==> config.mk <==
export PLATFORM = sky130hd
export DESIGN_NAME = cti_div
export DESIGN_NICKNAME = d
export VERILOG_FILES = /design/src/rtl/cti_pkg.sv /design/src/rtl/cti_div.sv
export SDC_FILE = /design/constraint.sdc
export NUM_CORES = 2
export LEC_CHECK = 0
export ABC_AREA = 1
export BUFFER_PORTS_ARGS = -buffer_cell sky130_fd_sc_hd__buf_2
export CORE_MARGIN = 5
export CORE_UTILIZATION = 61
export DETAILED_ROUTE_END_ITERATION = 8
export PLACE_DENSITY = 0.78
export SLEW_MARGIN = 20
export SYNTH_ARGS = -nofsm -noshare
export SYNTH_HDL_FRONTEND = slang
export SYNTH_SLANG_ARGS = --single-unit
==> constraint.sdc <==
create_clock -name clock -period 2.3 [get_ports clock]
set_clock_uncertainty 0.1 [all_clocks]
set_input_delay 0.23 -clock clock [delete_from_list [all_inputs] [get_ports clock]]
set_output_delay 0.23 -clock clock [all_outputs]
set_load 0.02 [all_outputs]
==> src/rtl/cti_pkg.sv <==
package cti_pkg;

   localparam int DATA_WIDTH = 32;
   localparam int FRAC_BITS = 16;

   localparam int CSR_ADDR_W = 3;
   localparam logic [CSR_ADDR_W-1:0] CSR_START_TIME = 3'd0;
   localparam logic [CSR_ADDR_W-1:0] CSR_END_TIME = 3'd1;
   localparam logic [CSR_ADDR_W-1:0] CSR_START_POS = 3'd2;
   localparam logic [CSR_ADDR_W-1:0] CSR_START_VEL = 3'd3;
   localparam logic [CSR_ADDR_W-1:0] CSR_END_POS = 3'd4;
   localparam logic [CSR_ADDR_W-1:0] CSR_END_VEL = 3'd5;

   // where a sample falls relative to the segment
   typedef enum logic [1:0] {
      SEG_BEFORE = 2'd0,
      SEG_INSIDE = 2'd1,
      SEG_AFTER  = 2'd2
   } seg_region_type;

   localparam int REGION_W = 2;

endpackage

==> src/rtl/cti_div.sv <==
module cti_div
   import cti_pkg::*;
#(
   parameter int DW = DATA_WIDTH,
   parameter int FB = FRAC_BITS,
   parameter int MW = REGION_W
) (
   input  logic          clock,
   input  logic          reset,
   input  logic          enable,
   input  logic          in_valid,
   input  logic [DW-1:0] in_num,
   input  logic [DW-1:0] in_den,
   input  logic [MW-1:0] in_meta,
   output logic          out_valid,
   output logic [FB-1:0] out_quot,
   output logic [DW-1:0] out_den,
   output logic [MW-1:0] out_meta
);

   // one quotient bit per stage, restoring; numerator is below the divisor
   logic          v_ff [FB];
   logic [DW-1:0] r_ff [FB];
   logic [FB-1:0] q_ff [FB];
   logic [DW-1:0] d_ff [FB];
   logic [MW-1:0] m_ff [FB];

   for (genvar i = 0; i < FB; i++) begin : g_stage
      logic          v_prev;
      logic [DW-1:0] r_prev;
      logic [FB-1:0] q_prev;
      logic [DW-1:0] d_prev;
      logic [MW-1:0] m_prev;
      logic [DW:0]   r_shift;
      logic [DW:0]   r_diff;
      logic          q_bit;
      logic [DW-1:0] r_in;
      logic [FB-1:0] q_in;

      if (i == 0) begin : g_first
         assign v_prev = in_valid;
         assign r_prev = in_num;
         assign q_prev = '0;
         assign d_prev = in_den;
         assign m_prev = in_meta;
      end else begin : g_next
         assign v_prev = v_ff[i-1];
         assign r_prev = r_ff[i-1];
         assign q_prev = q_ff[i-1];
         assign d_prev = d_ff[i-1];
         assign m_prev = m_ff[i-1];
      end

      always_comb begin
         r_shift = {r_prev, 1'b0};
         r_diff = r_shift - {1'b0, d_prev};
         q_bit = (r_shift >= {1'b0, d_prev});
         r_in = q_bit ? r_diff[DW-1:0] : r_shift[DW-1:0];
         if (FB > 1) begin
            q_in = {q_prev[FB-2:0], q_bit};
         end else begin
            q_in = FB'(q_bit);
         end
      end

      always_ff @(posedge clock) begin
         if (reset) begin
            v_ff[i] <= 1'b0;
         end else if (enable) begin
            v_ff[i] <= v_prev;
         end
         if (enable) begin
            r_ff[i] <= r_in;
            q_ff[i] <= q_in;
            d_ff[i] <= d_prev;
            m_ff[i] <= m_prev;
         end
      end
   end

   assign out_valid = v_ff[FB-1];
   assign out_quot = q_ff[FB-1];
   assign out_den = d_ff[FB-1];
   assign out_meta = m_ff[FB-1];

   a_rem_below_den: assert property (@(posedge clock) disable iff (reset)
      v_ff[FB-1] && m_ff[FB-1] == MW'(SEG_INSIDE) |-> r_ff[FB-1] < d_ff[FB-1])
      else $error("divider remainder not below divisor");

endmodule

==> flow_summary.toml, run 1 <==
[outcome]
status = "did not finish"
stop_stage = "5_1_grt"
error = "[ERROR GRT-0232] Routing congestion too high. Check the congestion heatmap in the GUI."

[yosys]
synth_edf_count = 1176
syn_nets = 11674
synth-async-reset-ratio = 0
synth.avg_cell_area_sq_um = 7.51
yosys_warnings = 0
seq_area_frac_synth = 0.424
synth_top_cell_area_share = 0.424
yosysUniqueCellTypes = 36
synth-seq-cells = 1176
synth_top_area_cell = "edfxtp_1"
yosys-top-cells-area = "edfxtp_1 (42%), nand2_1 (19%), inv_1 (10%)"
mappedNetlistArea_sq_um = 83200
synth_common_cells = "nand2_1 (4234), inv_1 (2280), edfxtp_1 (1176), nand3_1 (784), nor2_1 (561)"
synthFlopType = "edfxtp_1"
syn_inst = 11078
synth_most_common_cell = "nand2_1"

[floorplanning]
die_y_um = 379
placementRows = 135
ioPinCount = 121
start_util = 0.614
die_w_um = 379

[sta]
crit_endpoint = "r_ff[1][26]$_DFFE_PP_/D"
worst_endpoint_kind = "register input"

[global_route]
grt_max_degree = 80
overflow = 2845
track_usage = 0.893

[clock_network]
root_buffer = "clkbuf_16"
htreeDepth = 4
clockBufferDepth = 3
cts_buffers = 134
clock_sinks = 1176

[place]
hpwl_mm = 234
place_ws_ps = -746
placed_cell_area_sq_um = 101000
gp_congestion = 1.06
port_buffers = 120
-- cells by family after synthesis --
family                   share of synthesized area
flip-flops                                   0.424
AND/OR/NAND/NOR                              0.332
AO/OA/AOI/OAI                               0.0241
adder cells (fa/ha/maj)                     0.0804
buffers and inverters                        0.117
XOR/XNOR                                    0.0221
-- layer usage --
layer  GRT overflow  global-route usage
met5             14               0.583
met1            106               0.859
met2           1669                1.01
met4            946               0.953
met3            110               0.790
-- what timing repair did --
action / CTS
gates resized for setup: 1743
setup buffers: 452
hold buffers: 68
endpoints found under the setup margin: 462
endpoints found under the hold margin: 200
gates cloned: 47
pin swaps: 420
-- metrics by stage --
step           utilization  instances  hold slack [ps]  setup TNS, ps
3_5_place_dp         0.746      14878              305        -104500
2_1_floorplan            -      11078              229              0
4_1_cts              0.882      15679             23.8         -19050
3_3_place_gp         0.746      14878              300         -90390
==> run 2: changes to the inputs <==
--- a/config.mk
+++ b/config.mk
@@ -8,9 +8,9 @@
 export ABC_AREA = 1
 export BUFFER_PORTS_ARGS = -buffer_cell sky130_fd_sc_hd__buf_2
 export CORE_MARGIN = 5
-export CORE_UTILIZATION = 61
+export CORE_UTILIZATION = 40
 export DETAILED_ROUTE_END_ITERATION = 8
-export PLACE_DENSITY = 0.78
+export PLACE_DENSITY_LB_ADDON = 0.15
 export SLEW_MARGIN = 20
 export SYNTH_ARGS = -nofsm -noshare
 export SYNTH_HDL_FRONTEND = slang
==> run 2 against run 1 <==
Effect of this change:
- the flow now finishes, with violations (negative setup slack)
- synthesized cell count stayed put
- synthesized area unchanged
==> flow_summary.toml, run 2 <==
[power_and_ir_drop]
p_per_area_nw_per_um2 = 1310
vdd_drop_max_mv = 1.03
p_leak_uw = 0.0642
total_power_uw = 168000

[yosys]
yosys-top-cells-area = "edfxtp_1 (42%), nand2_1 (19%), inv_1 (10%)"
synth_top_cell_area_share = 0.424
yosysUniqueCellTypes = 36
synth_edf_count = 1176
synth_compound_area_frac = 0.0241
synth_top_family_by_area = "simple AND/OR/NAND/NOR gates"
syn_nets = 11674
synthFlopType = "edfxtp_1"
synth-async-reset-ratio = 0
synthAdderAreaFrac = 0.0804
synth-seq-cells = 1176
seq_area_frac_synth = 0.424
synth_common_cells = "nand2_1 (4234), inv_1 (2280), edfxtp_1 (1176), nand3_1 (784), nor2_1 (561)"
synth_most_common_cell = "nand2_1"
synthSimpleGateAreaFrac = 0.332
synth_top_area_cell = "edfxtp_1"
synthMuxAreaShare = 0
yosys_warnings = 0
synth-xor-area-share = 0.0221
synth.avg_cell_area_sq_um = 7.51
mappedNetlistArea_sq_um = 83200
syn_inst = 11078

[drt]
vias = 82780
drt_iter0_drc = 6254
wl_per_cell_um = 18.3
drcViolationCount = 0
drtPass1Iterations = 6
ant_nets = 0
vias_per_cell = 4.81
routed_wl_mm = 315

[clock_network]
clock_sinks = 1176
clockBufferDepth = 3
root_buffer = "clkbuf_16"
htreeDepth = 4
clk_pin_slew_worst_paths_ps = 60
cts_buffers = 139
cts_tree = "done"
clkLatencyLatePin_ps = 820

[global_route]
grt_max_degree = 72
overflow = 0
grt_pass1_wl_mm = 458
track_usage = 0.273
grt_pass1_vias = 79764
antenna_found_initial = 7

[place]
hpwl_mm = 241
gp_congestion = 0.963
port_buffers = 120

[final_layout]
reg_top3 = "d_ff x512, r_ff x480, q_ff x136"
largest_reg_flops = 512
final_util = 0.616
top_register = "d_ff"
drive_above_1_share = 0.381
mostFrequentLayoutCells = "nand2_1 (3583), buf_4 (2781), inv_1 (2093)"
syn_to_final_growth_pct = 53.3
final_nets = 14904
final_common_cell = "nand2_1"
filler_cell_count = 18028

[sta]
drv_slew = 0
totalNegativeSetupSlack_ps = -41710
worst_pin_slew_ps = 610
setup_viol = 445
fin_crit_sh = 1.10
min_period_ps = 2520
worst_slack_ps = -222
final-hold-violation-count = 0
rsz0062_at_grt = "true"
fmax_mhz = 397
maxSlewHeadroom = 0.593

[floorplanning]
die_w_um = 466
dieArea_sq_um = 217000
placementRows = 167
ioPinCount = 121
start_util = 0.402
core_area_sq_um = 207000
die_y_um = 466

[critical_path]
start_kind = "register"
cp.required_ps = 2760
crit_type = "reg -> reg"
crit_path_max_fanout = 4
endpoint_kind = "register"
worstPathArrival_ps = 2980

[run]
maxCapViolCount = 0

[outcome]
status = "finished, violations left"
violations = "negative setup slack"

[min_path]
holdCritPathClass = "in -> reg"
==> run 2: cell counts after synthesis <==
No cell type changed its count.
==> run 2: repair_timing <==
action / 4_1_cts / 5_1_grt
cloned: 25 / 32
pin swaps: 245 / 452
resized for setup: 901 / 1471
endpoints found under the setup margin: 461 / 486
hold buffers: 70 / 0
setup buffers: 266 / 360
endpoints found under the hold margin: 250 / 0
==> run 2: final timing paths <==
path / start / endpoint / slack [ps] / depth (start not counted)
min reg2reg: q_ff[13][4]$_DFFE_PP_ / q_ff[14][5]$_DFFE_PP_ / 290 / 0
max reg2reg: r_ff[1][0]$_SDFFCE_PN0P_ / r_ff[1][51]$_DFFE_PP_ / -220 / 12
min: in_den[16] / d_ff[0][16]$_DFFE_PP_ / 110 / 2
max: r_ff[1][0]$_SDFFCE_PN0P_ / r_ff[1][51]$_DFFE_PP_ / -220 / 12
==> run 2: final cells by class <==
| cell class | count | area (sq um) | share of cell area |
|---|---|---|---|
| Clock buffer | 160 | 3600 | 0.0282 |
| Timing Repair inverter | 2 | 31.3 | 0.000245 |
| Timing Repair Buffer | 3217 | 26400 | 0.207 |
| Clock inverter | 91 | 1080 | 0.00845 |
| Inverter | 2297 | 8640 | 0.0677 |
| Tap cell | 2788 | 3490 | 0.0273 |
| Multi-Input combinational cell | 7475 | 49000 | 0.384 |
| Sequential cell | 1176 | 35300 | 0.277 |
| Antenna cell | 6 | 15.0 | 0.000118 |
==> run 2: routing by layer <==
metal / wire [um] / global-route usage / up-vias
met5: 13 / 0 / -
met4: 16600 / 0.118 / 2
met3: 13800 / 0.0261 / 703
met2: 154000 / 0.479 / 2360
met1: 131000 / 0.341 / 38551
li1: - / - / 41164
==> run 2: cell families after synthesis <==
| kind of cell | after synthesis |
|---|---|
| and+or+nand+nor | 6338 |
| adders and majority gates | 526 |
| buffers and inverters | 2441 |
| xor gates and xnor gates | 210 |
| AOI/OAI and AO/OA | 387 |
| DFF | 1176 |
==> run 2: critical path: stages (launching register included) <==
cell and delay (ps):
edfxtp_1 570, ha_4 330, ha_4 150, nand4_1 160, nor3_1 80, nand2_1 80
nand2_2 60, nor2_4 230, buf_4 190, nand2_4 60, buf_4 130, nand3_2 60
nand2_1 80
==> run 2: where the power goes <==
| part | leakage [uW] | switching (uW) | total (uW) | internal, uW |
|---|---|---|---|---|
| combinational | 0.0504 | 57000 | 108000 | 50600 |
| clock | 0.00225 | 9570 | 22600 | 13000 |
| sequential | 0.0116 | 5910 | 37400 | 31500 |
| total | 0.0642 | 72500 | 168000 | 95200 |
==> run 2: stage by stage <==
stage	setup slack, ps	cell area [sq um]	hold slack [ps]	cells
after floorplan	213	83200	229	11078
after global placement	-543	105000	301	16217
after detailed placement	-540	105000	305	16217
after CTS	-178	118000	22.8	16826
after global routing	-309	128000	57.8	17212
final	-222	128000	105	17212
Note: power is estimated with default switching activity, not from simulation.
